--- config.mk ---
export PLATFORM = sky130hd
export DESIGN_NAME = mcu_frame_deframe_dispatch_top
export DESIGN_NICKNAME = d
export VERILOG_FILES = /design/src/mfdd_pkg.sv /design/src/mcu_frame_deframe_dispatch_top.sv /design/src/mfdd_decode.sv
export SDC_FILE = /design/constraint.sdc
export NUM_CORES = 1
export LEC_CHECK = 0
export BUFFER_PORTS_ARGS = -buffer_cell sky130_fd_sc_hd__buf_4
export CELL_PAD_IN_SITES_DETAIL_PLACEMENT = 2
export CELL_PAD_IN_SITES_GLOBAL_PLACEMENT = 2
export CORE_MARGIN = 2
export CORE_UTILIZATION = 38
export DETAILED_ROUTE_END_ITERATION = 12
export GPL_ROUTABILITY_DRIVEN = 0
export PLACE_DENSITY = 0.82
export SYNTH_ARGS = -nofsm -noshare
export SYNTH_HDL_FRONTEND = slang
export SYNTH_SLANG_ARGS = --single-unit
--- constraint.sdc ---
create_clock -name i_clk -period 8.2 [get_ports i_clk]
set_input_delay 1.23 -clock i_clk [delete_from_list [all_inputs] [get_ports i_clk]]
set_output_delay 1.23 -clock i_clk [all_outputs]
set_load 0.005 [all_outputs]
--- src/mfdd_pkg.sv ---
// Shared types and protocol constants for the frame deframer and action decoder.
package mfdd_pkg;

    // Decoded action codes
    typedef enum logic [3:0] {
        ACT_NONE      = 4'd0,
        ACT_MOTOR_H   = 4'd1,
        ACT_MOTOR_V   = 4'd2,
        ACT_SYRINGE1  = 4'd3,
        ACT_SYRINGE2  = 4'd4,
        ACT_WASTE     = 4'd5,
        ACT_DILUENT   = 4'd6,
        ACT_LYSE      = 4'd7,
        ACT_HGB_LED   = 4'd8,
        ACT_HGB_BK    = 4'd9,
        ACT_HGB_REF   = 4'd10,
        ACT_WBC_CONST = 4'd11,
        ACT_WBC_BURN  = 4'd12,
        ACT_RBC_BURN  = 4'd13,
        ACT_START     = 4'd14,
        ACT_STOP      = 4'd15
    } t_action;

    // Frame positions of the stored bytes
    localparam logic [8:0] POS_CONTROL = 9'd1;
    localparam logic [8:0] POS_LENGTH  = 9'd2;
    localparam logic [8:0] POS_B3      = 9'd3;
    localparam logic [8:0] POS_B4      = 9'd4;
    localparam logic [8:0] POS_B5      = 9'd5;
    localparam logic [8:0] POS_B6      = 9'd6;

    // Bytes in a frame besides the payload
    localparam logic [8:0] FRAME_OVERHEAD = 9'd5;

    // Control codes
    localparam logic [7:0] CTRL_MOTOR    = 8'h40;
    localparam logic [7:0] CTRL_FLUID    = 8'hA9;
    localparam logic [7:0] CTRL_ANALYZER = 8'hB6;
    localparam logic [7:0] ANALYZER_SUB  = 8'h61;

    // Motor and syringe selectors
    localparam logic [7:0] SEL_MOTOR   = 8'h02;
    localparam logic [7:0] SEL_SYRINGE = 8'h03;
    localparam logic [7:0] UNIT_MASK   = 8'hF0;
    localparam logic [7:0] UNIT_FIRST  = 8'h00;
    localparam logic [7:0] UNIT_SECOND = 8'h20;

    // Fluid fault selectors
    localparam logic [7:0] FLUID_WASTE   = 8'h03;
    localparam logic [7:0] FLUID_DILUENT = 8'h01;
    localparam logic [7:0] FLUID_LYSE    = 8'h00;
    localparam logic [7:0] FAULT_SET     = 8'h01;

    // Analyzer commands
    localparam logic [7:0] CMD_HGB_LED   = 8'h10;
    localparam logic [7:0] CMD_HGB_BK    = 8'h18;
    localparam logic [7:0] CMD_HGB_REF   = 8'h19;
    localparam logic [7:0] CMD_WBC_CONST = 8'h15;
    localparam logic [7:0] CMD_WBC_BURN  = 8'h11;
    localparam logic [7:0] CMD_RBC_BURN  = 8'h12;
    localparam logic [7:0] CMD_START     = 8'h16;
    localparam logic [7:0] CMD_STOP      = 8'h1A;

    // Stored frame bytes handed to the decoder
    typedef struct packed {
        logic [7:0] control;
        logic [7:0] b3;
        logic [7:0] b4;
        logic [7:0] b5;
        logic [7:0] b6;
    } t_frame_bytes;

endpackage

--- src/mcu_frame_deframe_dispatch_top.sv ---
// Top level of the receive deframer: byte counting, frame storage and result register.
// A received byte is first held in the input register; the byte that ends a frame is
// merged and decoded combinationally, and its result is held in the result register.
// Throughput: one received byte per cycle while the result register has room for a
// finished frame; the only loop is the byte-position counter and its frame-end compare.
// Reset: synchronous, active low; it empties both registers and clears the frame state.
module mcu_frame_deframe_dispatch_top
    import mfdd_pkg::*;
(
    input  logic       i_clk,
    input  logic       i_rst_n,
    // Received byte channel
    input  logic       i_valid,
    output logic       o_ready,
    input  logic [7:0] i_rx_byte,
    // Decoded frame channel
    output logic       o_valid,
    input  logic       i_ready,
    output logic [3:0] o_action,
    output logic [7:0] o_action_value,
    output logic [7:0] o_control_code,
    output logic [8:0] o_frame_length
);

    // Input register: holds one received byte until the frame logic takes it.
    logic       r_in_valid;
    logic [7:0] r_in_byte;

    // Frame state. The position counts bytes of the current frame; byte 1 is the
    // control code, byte 2 the payload length and bytes 3 to 6 feed the decoder.
    // Bytes a short frame never carries stay at zero from the last clear.
    logic [8:0] r_pos;
    logic [7:0] r_len;
    logic [7:0] r_ctrl;
    logic [7:0] r_b3, r_b4, r_b5, r_b6;

    logic [7:0] n_len;
    logic [7:0] n_ctrl;
    logic [7:0] n_b3, n_b4, n_b5, n_b6;

    // Result register
    logic       r_out_valid;
    t_action    r_out_action;
    logic [7:0] r_out_value;
    logic [7:0] r_out_ctrl;
    logic [8:0] r_out_len;

    logic [8:0]   frame_total;
    logic         frame_done;
    logic         out_free;
    logic         advance;
    t_frame_bytes dec_frame;
    t_action      dec_action;
    logic [7:0]   dec_value;

    // Merge the byte in the input register into the stored bytes. The decode of the
    // final word must see the byte that arrives with it.
    always_comb begin
        n_ctrl = (r_pos == POS_CONTROL) ? r_in_byte : r_ctrl;
        n_len  = (r_pos == POS_LENGTH)  ? r_in_byte : r_len;
        n_b3   = (r_pos == POS_B3)      ? r_in_byte : r_b3;
        n_b4   = (r_pos == POS_B4)      ? r_in_byte : r_b4;
        n_b5   = (r_pos == POS_B5)      ? r_in_byte : r_b5;
        n_b6   = (r_pos == POS_B6)      ? r_in_byte : r_b6;
    end

    // A frame is 5 plus length bytes long. It never ends before byte 4, so a frame
    // with a short or not yet seen length still runs through byte 4.
    assign frame_total = FRAME_OVERHEAD + {1'b0, n_len};
    assign frame_done  = (r_pos >= POS_B4) && (r_pos >= frame_total - 9'd1);

    assign dec_frame = '{control: n_ctrl, b3: n_b3, b4: n_b4, b5: n_b5, b6: n_b6};

    mfdd_decode u_decode (
        .i_frame  (dec_frame),
        .o_action (dec_action),
        .o_value  (dec_value)
    );

    // A byte that ends a frame needs room in the result register; every other byte
    // only updates the frame state and always moves on.
    assign out_free = !r_out_valid || i_ready;
    assign advance  = r_in_valid && (!frame_done || out_free);
    assign o_ready  = !r_in_valid || advance;

    always_ff @(posedge i_clk) begin
        if (!i_rst_n) begin
            r_in_valid <= 1'b0;
        end else if (o_ready) begin
            r_in_valid <= i_valid;
        end
    end

    always_ff @(posedge i_clk) begin
        if (o_ready && i_valid) begin
            r_in_byte <= i_rx_byte;
        end
    end

    // Frame state: cleared at the end of every frame, ready for the next header.
    always_ff @(posedge i_clk) begin
        if (!i_rst_n) begin
            r_pos  <= 9'd0;
            r_len  <= 8'd0;
            r_ctrl <= 8'd0;
            r_b3   <= 8'd0;
            r_b4   <= 8'd0;
            r_b5   <= 8'd0;
            r_b6   <= 8'd0;
        end else if (advance) begin
            if (frame_done) begin
                r_pos  <= 9'd0;
                r_len  <= 8'd0;
                r_ctrl <= 8'd0;
                r_b3   <= 8'd0;
                r_b4   <= 8'd0;
                r_b5   <= 8'd0;
                r_b6   <= 8'd0;
            end else begin
                r_pos  <= r_pos + 9'd1;
                r_len  <= n_len;
                r_ctrl <= n_ctrl;
                r_b3   <= n_b3;
                r_b4   <= n_b4;
                r_b5   <= n_b5;
                r_b6   <= n_b6;
            end
        end
    end

    always_ff @(posedge i_clk) begin
        if (!i_rst_n) begin
            r_out_valid <= 1'b0;
        end else if (advance && frame_done) begin
            r_out_valid <= 1'b1;
        end else if (i_ready) begin
            r_out_valid <= 1'b0;
        end
    end

    always_ff @(posedge i_clk) begin
        if (advance && frame_done) begin
            r_out_action <= dec_action;
            r_out_value  <= dec_value;
            r_out_ctrl   <= n_ctrl;
            r_out_len    <= frame_total;
        end
    end

    assign o_valid        = r_out_valid;
    assign o_action       = r_out_action;
    assign o_action_value = r_out_value;
    assign o_control_code = r_out_ctrl;
    assign o_frame_length = r_out_len;

endmodule

--- src/mfdd_decode.sv ---
// Combinational action decoder for a completed frame.
module mfdd_decode
    import mfdd_pkg::*;
(
    input  t_frame_bytes i_frame,
    output t_action      o_action,
    output logic [7:0]   o_value
);

    logic [7:0] unit_sel;
    logic [7:0] fault_flag;

    assign unit_sel   = i_frame.b6 & UNIT_MASK;
    assign fault_flag = (i_frame.b5 == FAULT_SET) ? 8'd1 : 8'd0;

    always_comb begin
        o_action = ACT_NONE;
        o_value  = 8'd0;
        if (i_frame.control == CTRL_MOTOR) begin
            if (i_frame.b5 == SEL_MOTOR) begin
                if (unit_sel == UNIT_FIRST) begin
                    o_action = ACT_MOTOR_H;
                end else if (unit_sel == UNIT_SECOND) begin
                    o_action = ACT_MOTOR_V;
                end
            end else if (i_frame.b5 == SEL_SYRINGE) begin
                if (unit_sel == UNIT_FIRST) begin
                    o_action = ACT_SYRINGE1;
                end else if (unit_sel == UNIT_SECOND) begin
                    o_action = ACT_SYRINGE2;
                end
            end
        end else if (i_frame.control == CTRL_FLUID) begin
            if (i_frame.b4 == FLUID_WASTE) begin
                o_action = ACT_WASTE;
                o_value  = fault_flag;
            end else if (i_frame.b4 == FLUID_DILUENT) begin
                o_action = ACT_DILUENT;
                o_value  = fault_flag;
            end else if (i_frame.b4 == FLUID_LYSE) begin
                o_action = ACT_LYSE;
                o_value  = fault_flag;
            end
        end else if (i_frame.control == CTRL_ANALYZER && i_frame.b3 == ANALYZER_SUB) begin
            unique case (i_frame.b4)
                CMD_HGB_LED: begin
                    o_action = ACT_HGB_LED;
                    o_value  = i_frame.b5;
                end
                CMD_HGB_BK:    o_action = ACT_HGB_BK;
                CMD_HGB_REF:   o_action = ACT_HGB_REF;
                CMD_WBC_CONST: begin
                    o_action = ACT_WBC_CONST;
                    o_value  = i_frame.b5;
                end
                CMD_WBC_BURN: begin
                    o_action = ACT_WBC_BURN;
                    o_value  = i_frame.b6;
                end
                CMD_RBC_BURN: begin
                    o_action = ACT_RBC_BURN;
                    o_value  = i_frame.b6;
                end
                CMD_START: begin
                    o_action = ACT_START;
                    o_value  = i_frame.b6;
                end
                CMD_STOP:      o_action = ACT_STOP;
                default:       o_action = ACT_NONE;
            endcase
        end
    end

endmodule
; ---- Yosys cells after proc, flatten, opt, wreduce, memory -nomap -nowiden
; Index checks and enable logic that the tools add are counted.
[classes]
mux = 35
eq_ne = 24
n_reduce_logical = 16
addsub = 3
order_cmp = 2
[ops]
columns = op, n
row1 = $mux W8, 17
row2 = $eq A8 B5 Y1 const B, 8
row3 = $mux W4, 9
row4 = $pmux W4 S8, 1
row5 = $eq A9 B3 Y1 const B, 3
row6 = $eq A8 B2 Y1 const B, 3
row7 = $eq A9 B2 Y1 const B, 2
row8 = $eq A8 B1 Y1 const B, 2
row9 = $eq A8 B7 Y1 const B, 2
row10 = $eq A8 B8 Y1 const B, 2
row11 = $logic_not A8 Y1, 2
row12 = $pmux W8 S2, 1
row13 = $add A3 B8 Y9 const A, 1
row14 = $add A9 B1 Y9 const B, 1
row15 = $eq A9 B1 Y1 const B, 1
row16 = $ge A9 B3 Y1 const B, 1
row17 = $ge A9 B9 Y1, 1
row18 = $mux W9, 1
row19 = $sub A9 B1 Y9 const B, 1
row20 = $mux W3, 2
row21 = $logic_and A1 B1 Y1, 5
row22 = $eq A4 B2 Y1 const B, 1
row23 = $logic_not A1 Y1, 3
row24 = $logic_or A1 B1 Y1, 3
row25 = 5 further kinds, 7
[totals]
in_bits = 12
reg_bits = 96
wordCells = 94
out_inout_bits = 31

; ---- Logic depth before layout (Yosys ltp)
; Gate-level depths: netlist of the first run.
[logic_depth]
ltp_word = 11
mapped_depth = 24
mapped_depth_nobuf = 21

; ---- By module
; Synthesis of the first run repeated with hierarchy kept, for this count alone.
[unflattened]
cells_unflattened = 571
hier_area_um2 = 5482.8
[by_module_without_submodules]
columns = module, n_inst, seq_area_each_um2, area_each_um2, cells_per_inst
row1 = mcu_frame_deframe_dispatch_top, 1, 2292.2, 4992.3, 502
row2 = mfdd_decode, 1, 0.0, 490.5, 69

; ---- Least setup slack after synthesis of the first run
; OpenSTA, ideal clock, no wires.
[synth_path]
path_type = register to register
startpoint = register r_pos[3]
endpoint = register r_out_action[0] (netlist: o_action[0]), enable pin
slack_ps = 2361
path_stages_with_launch = 20
period_less_slack_ps = 5839
setup_time_ps = 417
path_buffers = 1
arrival_time_ps = 5422
t_required_ps = 7783
cell_sequence = dfxtp_1 -> nor4_4 -> nand4_4 -> buf_6 -> mux2i_1 -> inv_1 -> ha_1 -> inv_1 -> or4b_2 -> o41ai_4 -> or4b_1 -> nor2_1 -> o22ai_1 -> ha_1 -> nand4_1 -> inv_1 -> nand3_1 -> o221ai_1 -> a21boi_2 -> nor2_1
[synth_between]
elab_chain_len = 10
elab_cells_between_ends = 11
classes_between = add/sub (2) / order compare (2) / eq/ne (1) / mux (1) / reduce/logical (5)
[synth_rtl]
columns = element, line_no
row1 = "start, declared", mcu_frame_deframe_dispatch_top.sv:32  ; logic [8:0] r_pos;
row2 = "start signal, assigned", mcu_frame_deframe_dispatch_top.sv:120  ; r_pos <= r_pos + 9'd1;
row3 = $eq A9 B2 Y1 *, mcu_frame_deframe_dispatch_top.sv:60  ; n_len = (r_pos == POS_LENGTH) ? r_in_byte : r_len;
row4 = $mux W8 *, mcu_frame_deframe_dispatch_top.sv:60
row5 = $add A3 B8 Y9 *, mcu_frame_deframe_dispatch_top.sv:69  ; assign frame_total = FRAME_OVERHEAD + {1'b0, n_len};
row6 = net frame_total[0], mcu_frame_deframe_dispatch_top.sv:48  ; logic [8:0] frame_total;
row7 = $sub A9 B1 Y9 *, mcu_frame_deframe_dispatch_top.sv:70  ; assign frame_done = (r_pos >= POS_B4) && (r_pos >= frame_total - 9'd1);
row8 = $ge A9 B9 Y1 *, mcu_frame_deframe_dispatch_top.sv:70
row9 = $logic_and A1 B1 Y1 *, mcu_frame_deframe_dispatch_top.sv:70
row10 = $logic_not A1 Y1, mcu_frame_deframe_dispatch_top.sv:83  ; assign advance = r_in_valid && (!frame_done || out_free);
row11 = $logic_or A1 B1 Y1, mcu_frame_deframe_dispatch_top.sv:83
row12 = $logic_and A1 B1 Y1, mcu_frame_deframe_dispatch_top.sv:83
row13 = $logic_and A1 B1 Y1 *, mcu_frame_deframe_dispatch_top.sv:142  ; if (advance && frame_done) begin
row14 = "end signal, assigned", mcu_frame_deframe_dispatch_top.sv:143  ; r_out_action <= dec_action;
row15 = "end, declared", mcu_frame_deframe_dispatch_top.sv:43  ; t_action r_out_action;
; Mark *: on every way through the listed nets, which the timed path passes. The rest lies on a longest branch.
; A chain may end at the register's enable or synchronous reset.

; ---- Worst setup path in the final report of the first run
[layout_path]
startpoint = register r_pos[3]
endpoint = output port o_ready
[layout_between]
elab_chain_len = 10
elab_cells_between_ends = 11
classes_between = add/sub (2) / order compare (2) / eq/ne (1) / mux (1) / reduce/logical (5)
[layout_rtl]
columns = element, line_no
row1 = $eq A9 B2 Y1, mcu_frame_deframe_dispatch_top.sv:60
row2 = $mux W8, mcu_frame_deframe_dispatch_top.sv:60
row3 = $add A3 B8 Y9, mcu_frame_deframe_dispatch_top.sv:69
row4 = net frame_total[0], mcu_frame_deframe_dispatch_top.sv:48
row5 = $sub A9 B1 Y9, mcu_frame_deframe_dispatch_top.sv:70
row6 = $ge A9 B9 Y1, mcu_frame_deframe_dispatch_top.sv:70
row7 = $logic_and A1 B1 Y1, mcu_frame_deframe_dispatch_top.sv:70
row8 = $logic_not A1 Y1, mcu_frame_deframe_dispatch_top.sv:83
row9 = $logic_or A1 B1 Y1, mcu_frame_deframe_dispatch_top.sv:83
row10 = $logic_and A1 B1 Y1, mcu_frame_deframe_dispatch_top.sv:83
row11 = $logic_or A1 B1 Y1, mcu_frame_deframe_dispatch_top.sv:84  ; assign o_ready = !r_in_valid || advance;
row12 = "end, declared", mcu_frame_deframe_dispatch_top.sv:14  ; output logic o_ready,
; The timed path passes the listed nets, and every way through them passes these cells.

==> results of run 1 <==
==> worst min-delay path: cells and delay by family (launching register included) <==
kind	cells	cell delay [ns]
flip-flops	1	0.31
AND/OR/NAND/NOR	1	0.06
AO/OA/AOI/OAI	1	0.06
==> Yosys cell counts, types with 3 or more instances <==
cell,instances,share of area (%)
a31oi_1,7,0.84
xor2_1,5,0.84
edfxtp_1,37,21
clkbuf_1,26,1.9
mux2_2,10,2.2
o21ai_0,28,2.7
nor3b_1,3,0.43
and3_1,6,0.72
o221ai_1,3,0.50
xnor2_1,19,3.2
o21a_1,7,1.0
and2_1,12,1.4
a21o_1,4,0.57
inv_1,13,0.93
a211oi_1,3,0.43
dfxtp_1,59,23
nand4_1,7,0.84
nor2b_1,3,0.36
mux2i_1,35,6.7
nand3_1,40,3.8
nor2_1,47,3.4
nand2b_1,11,1.3
ha_1,14,3.3
nor4_1,4,0.48
o211ai_1,4,0.57
a22o_1,12,2.0
nor3_1,17,1.6
o22a_1,7,1.2
nand2_1,39,2.8
a21oi_1,23,2.2
==> through the flow <==
| step | instance area [um2] | power, mW | utilization [%] | hold slack, ns |
|---|---|---|---|---|
| 2_1_floorplan | 5230 | 0.567 | - | 0.434 |
| 3_3_place_gp | 5690 | 0.596 | 42.6 | 0.450 |
| 3_5_place_dp | 5690 | 0.600 | 42.6 | 0.460 |
| 4_1_cts | 5970 | 1.02 | 44.7 | 0.478 |
| 5_1_grt | 5970 | 1.04 | 44.7 | 0.494 |
| 6_report | 5970 | 1.00 | 44.7 | 0.475 |
==> cell type report <==
type / count / area [um2] / share of cell area (%)
sequential: 96 / 2290 / 38.4
clock buffer: 12 / 256 / 4.29
multi-input combinational: 405 / 2770 / 46.4
tap: 176 / 220 / 3.69
clock inverter: 4 / 26.3 / 0.440
timing repair buffer: 47 / 353 / 5.91
inverter: 14 / 52.6 / 0.880
==> power groups by stage <==
stage | Sequential, mW | Clock, mW | Combinational (mW)
2_1_floorplan | 0.520 | 0 | 0.0467
3_3_place_gp | 0.530 | 0 | 0.0664
3_5_place_dp | 0.530 | 0 | 0.0693
4_1_cts | 0.520 | 0.426 | 0.0699
5_1_grt | 0.521 | 0.442 | 0.0762
6_report | 0.520 | 0.416 | 0.0693
==> cell families after synthesis <==
logic type | count (synthesis)
adder cells (fa/ha/maj) | 14
XOR/XNOR | 25
flip-flops | 96
multiplexers | 46
buffers and inverters | 44
AND/OR/NAND/NOR | 207
AO/OA/AOI/OAI | 113
==> metal layers <==
metal | track usage [%] | share of wire [%]
met5 | 0 | 0
met4 | 8.26 | 2.0
met3 | 4.14 | 3.2
met2 | 41.0 | 50
met1 | 28.8 | 45
==> final timing paths <==
check,from,end,depth (start not counted)
worst max-delay path,r_pos[3],o_ready,20
worst min-delay path,r_b5[0],r_b5[0],2
worst max register to register,r_pos[3],o_control_code[7],21
worst min register to register,r_b5[0],r_b5[0],2
==> cells in the final DEF (no fill, tap or decap), types with 14 or more instances in the layout <==
cell type  count
ha_1          14
buf_4         47
edfxtp_1      37
nand3_1       40
xnor2_1       19
mux2i_1       35
o21ai_0       27
dfxtp_1       59
a21oi_1       23
nor2_1        46
nor3_1        17
nand2_1       39
==> results.sh, run 1 <==
export IMPL_outcome="finished, final reports clean"
export IMPL_initial_core_util_pct=39.2
export IMPL_drv_slew=0
export IMPL_drtAntennaViolNets=0
export IMPL_rsz0062_at_grt="false"
export IMPL_drive_gt1_share_pct=15.2
export IMPL_area_growth_pct=14.1
export IMPL_synth_area_um2=5230
export IMPL_intPower_uw=754
export IMPL_grt_pass1_wl_um=26300
export IMPL_n_fill_cell=1446
export IMPL_finalCritPeriodShare_pct=82.5
export IMPL_critPathMaxStageDelay_ns=0.53
export IMPL_reg2reg_slack_ns=2.03
export IMPL_vias_per_cell=5.71
export IMPL_sw_frac_of_total_pct=24.9
export IMPL_yosysSeqAreaShare_pct=43.8
export IMPL_setup_slack_ns=1.44
export IMPL_track_usage_pct=23.4
export IMPL_worstPathCellList="nor4_4 -> nand4_4 -> mux2i_1 -> inv_1 -> ha_1 -> o21ai_0 -> nor2_1 -> mux2_2 -> xnor2_1 -> or4b_1 -> nor2_1 -> o22ai_1 -> ha_1 -> nand4_1 -> inv_1 -> nand3_1 -> o221a_2 -> nor3_1 -> nand2_1 -> buf_4"
export IMPL_synth_compound_area_share_pct=14.8
export IMPL_worstPathMaxFanout=15
export IMPL_power_density_nw_per_um2=168
export IMPL_synth_xor_area_share_pct=4.33
export IMPL_cts_resized_gates=0
export IMPL_first_pass_iters=4
export IMPL_core_area_um2=13300
export IMPL_min_path_type="reg -> reg"
export IMPL_grt_start_max_net_pins=24
export IMPL_root_buffer="clkbuf_16"
export IMPL_cp_end_kind="output pin"
export IMPL_yosysWarnings=0
export IMPL_holdBufCountCts=0
export IMPL_layout_min_cycle_time_ns=6.76
export IMPL_clockPowerShare_pct=41.4
export IMPL_pwr_share_seq_pct=51.7
export IMPL_antenna_found_initial=0
export IMPL_path_buf_inv=3
export IMPL_fin_setup_tns_ns=0
export IMPL_die_w_um=121
export IMPL_grt_pass1_vias=4814
export IMPL_peakVddDrop_mv=0.145
export IMPL_numCtsBuffers=9
export IMPL_die_area_um2=14700
export IMPL_final_setup_viol_count=0
export IMPL_dp_cells=738
export IMPL_synth_area_per_cell_um2=9.60
export IMPL_slowest_stage="nor4_4"
export IMPL_clk_pin_slew_ns=0.07
export IMPL_synth_edff_count=37
export IMPL_drc=0
export IMPL_cts_tree="built"
export IMPL_clock_path_buffers=2
export IMPL_fp_dieH_um=121
export IMPL_worst_skew_pair_late_latency_ns=0.36
export IMPL_numPortBuffers=42
export IMPL_fin_nets=599
export IMPL_clock_sinks=96
export IMPL_async_flop_share_pct=0
export IMPL_synthSimpleGateAreaFrac_pct=21.0
export IMPL_synth_mux_area_share_pct=9.28
export IMPL_wirelength_um=16100
export IMPL_ys_types=65
export IMPL_rows=42
export IMPL_htree_levels=3
export IMPL_start_kind="register"
export IMPL_pwr_share_comb_pct=6.9
export IMPL_final_cells=754
export IMPL_worst_ep_arrival_time_ns=5.53
export IMPL_post_place_ws_ns=1.84
export IMPL_cp_data_required_time_ns=6.97
export IMPL_p_leak_nw=2.33
export IMPL_ys_ff_latch=96
export IMPL_cp_top_family="simple AND/OR/NAND/NOR gates"
export IMPL_synth_adder_area_share_pct=3.35
export IMPL_p_switching_uw=251
export IMPL_syn_inst=545
export IMPL_vias=4306
export IMPL_maxCapViolations=0
export IMPL_hold_violations=0
export IMPL_dp_final_hpwl_um=11300
export IMPL_synth_top_family_by_area="simple AND/OR/NAND/NOR gates"
export IMPL_drt_iter0_drc=236
export IMPL_drt_wirelength_per_cell_um=21.4
export IMPL_grt_overflow=0
export IMPL_synthesis_nets=571
export IMPL_max_slew_margin_rel_pct=13.5
export IMPL_critPathKind="reg -> out"
export IMPL_fmax_ghz=0.148
export IMPL_worst_pin_slew_ns=1.30
export IMPL_ios=43
export IMPL_antenna_cells=0
export IMPL_cts_setup_buffers=0
export IMPL_ys_flop_type="dfxtp_1"
export IMPL_finClkSkew_ns=0.00947
(Power assumes the default switching activity.)
==> run 2: changes to the inputs <==
- CORE_UTILIZATION: 38 -> 35
- PLACE_DENSITY: 0.82 -> 0.8
- clock period: 8.2 -> 5.8 ns (I/O delays scaled with it)
==> run 2 against run 1 <==
Compared with the run above:
- final area is 2.8% higher
- wire length is 2.2% higher
- core utilization is 2.7 points lower
- largest cell class unchanged
- sequential cell count stayed put
- clock power is 41% higher
- via count is 2.6% higher
- sequential share of layout area is 1.0 points lower
- global-route usage is 2.3 points lower
- setup slack worse by 1.3 ns
- sequential power is 39% higher
- cell count is 2.9% higher
- combinational power is 70% higher
==> results.sh, run 2 (synthesis results as in run 1) <==
export IMPL_clk_pin_slew_ns=0.07
export IMPL_htree_levels=3
export IMPL_initial_core_util_pct=35.9
export IMPL_worstHoldEndpoint="r_b3[1]"
export IMPL_maxCapViolations=0
export IMPL_first_pass_iters=4
export IMPL_power_total_mw=1.43
export IMPL_reg2reg_slack_ns=0.49
export IMPL_peakVddDrop_mv=0.126
export IMPL_drv_slew=0
export IMPL_path_buf_inv=4
export IMPL_cp_top_family="simple AND/OR/NAND/NOR gates"
export IMPL_cp_data_required_time_ns=4.93
export IMPL_holdPathStages=1
export IMPL_worstPathMaxFanout=7
export IMPL_power_density_nw_per_um2=233
export IMPL_start_kind="register"
export IMPL_area_growth_pct=17.3
export IMPL_worst_r2r_endpoint="r_pos[2]"
export IMPL_dpl_cell_area_um2=5790
export IMPL_rr_worst_depth=20
export IMPL_layout_min_cycle_time_ns=5.64
export IMPL_drive_gt1_share_pct=18.6
export IMPL_p_leak_nw=2.40
export IMPL_root_buffer="clkbuf_16"
export IMPL_top_layer="met4"
export IMPL_die_w_um=126
export IMPL_max_slew_margin_rel_pct=43.4
export IMPL_layout_common_cells="buf_4, dfxtp_1, nor2_1, nand3_1, nand2_1"
export IMPL_worstPathCellList="ha_2 -> nand4_4 -> mux2i_2 -> inv_2 -> ha_2 -> inv_1 -> or4b_2 -> o41ai_4 -> or4b_4 -> nor2_1 -> o22ai_1 -> ha_1 -> nand4_1 -> inv_1 -> nand3_1 -> o221a_4 -> nor3_4 -> nand2_1 -> buf_4"
export IMPL_cts_tree="built"
export IMPL_grt_pass1_wl_um=26500
export IMPL_finalCritPeriodShare_pct=97.2
export IMPL_vias_per_cell=5.70
export IMPL_seq_area_um2=2290
export IMPL_cp_end_kind="output pin"
export IMPL_route_met2_wl_um=8470
export IMPL_multi_input_area_um2=2810
export IMPL_hp_start="r_b3[1]"
export IMPL_slowest_stage="or4b_2"
export IMPL_clock_sinks=96
export IMPL_vias=4420
export IMPL_final_area_um2=6140
export IMPL_dp_cells=757
export IMPL_ios=43
export IMPL_outcome="finished, final reports clean"
export IMPL_finClkSkew_ns=0.0130
export IMPL_clock_path_buffers=2
export IMPL_wl_met3_um=453
export IMPL_worst_pin_slew_ns=0.849
export IMPL_fin_nets=613
export IMPL_hold_violations=0
export IMPL_track_usage_pct=21.1
export IMPL_worst_ep_arrival_time_ns=4.77
export IMPL_final_util_pct=42.1
export IMPL_worst_skew_pair_late_latency_ns=0.36
export IMPL_critPathMaxStageDelay_ns=0.66
export IMPL_timing_rr_start="r_pos[1]"
export IMPL_grt_start_max_net_pins=23
export IMPL_final_common_cell="buf_4"
export IMPL_antenna_cells=0
export IMPL_antenna_found_initial=0
export IMPL_die_area_um2=15900
export IMPL_critPathKind="reg -> out"
export IMPL_core_area_um2=14600
export IMPL_dp_final_hpwl_um=11500
export IMPL_drt_iter0_drc=206
export IMPL_final_setup_viol_count=0
export IMPL_numPortBuffers=42
export IMPL_wl_met1_um=7300
export IMPL_wirelength_um=16500
export IMPL_rows=44
export IMPL_fp_dieH_um=126
export IMPL_final_cells=776
export IMPL_min_path_type="reg -> reg"
export IMPL_drt_wirelength_per_cell_um=21.3
export IMPL_fmax_ghz=0.177
export IMPL_grt_overflow=0
export IMPL_grt_pass1_vias=4851
export IMPL_numCtsBuffers=9
export IMPL_drtAntennaViolNets=0
export IMPL_drc=0
export IMPL_n_fill_cell=1527
## run 2: how the worst max path moves through the flow
stage / cells after the start / start / endpoint / slack, ns
final: 19 / r_pos[1] / o_ready / 0.16
after global routing: 19 / r_pos[3] / o_ready / -0.07
after CTS: 19 / r_pos[6] / o_ready / 0.002
after detailed placement: 20 / r_pos[3] / o_ready / 0.13
after global placement: 19 / r_pos[3] / o_ready / 0.49
after floorplan: 19 / r_pos[3] / o_action[0] / 0.45
## run 2: timing repair
| action | CTS | global route |
|---|---|---|
| endpoints found under the setup margin | 1 | 1 |
| hold buffers | 0 | 0 |
| resized for setup | 6 | 7 |
| pin swaps | 2 | 3 |
| buffers inserted | 1 | 2 |
## run 2: per-stage QoR
| stage | setup TNS [ns] | setup WS (ns) | hold slack [ns] |
|---|---|---|---|
| after floorplan | 0 | 0.455 | 0.434 |
| after global placement | 0 | 0.492 | 0.449 |
| after detailed placement | 0 | 0.129 | 0.467 |
| after CTS | 0 | 0.00192 | 0.486 |
| after global routing | -0.0738 | -0.0738 | 0.519 |
| final | 0 | 0.164 | 0.485 |
## run 2: routing by layer
layer / vias to the layer above / global-route usage, %
met5: - / 0
met4: 0 / 6.72
met3: 18 / 2.46
met2: 54 / 38.1
met1: 2271 / 26.3
li1: 2077 / -
## run 2: layout make-up
class,count,area share [%]
Timing Repair Buffer,61,7.66
Multi-Input combinational cell,405,45.7
Tap cell,184,3.75
Inverter,14,0.856
Sequential cell,96,37.4
Clock buffer,12,4.20
Clock inverter,4,0.428
## run 2: report_power, final
group	switching, mW	internal (mW)	leakage, nW
combinational	0.0748	0.0430	1.43
clock	0.269	0.318	0.138
sequential	0.0112	0.713	0.832
total	0.355	1.07	2.40
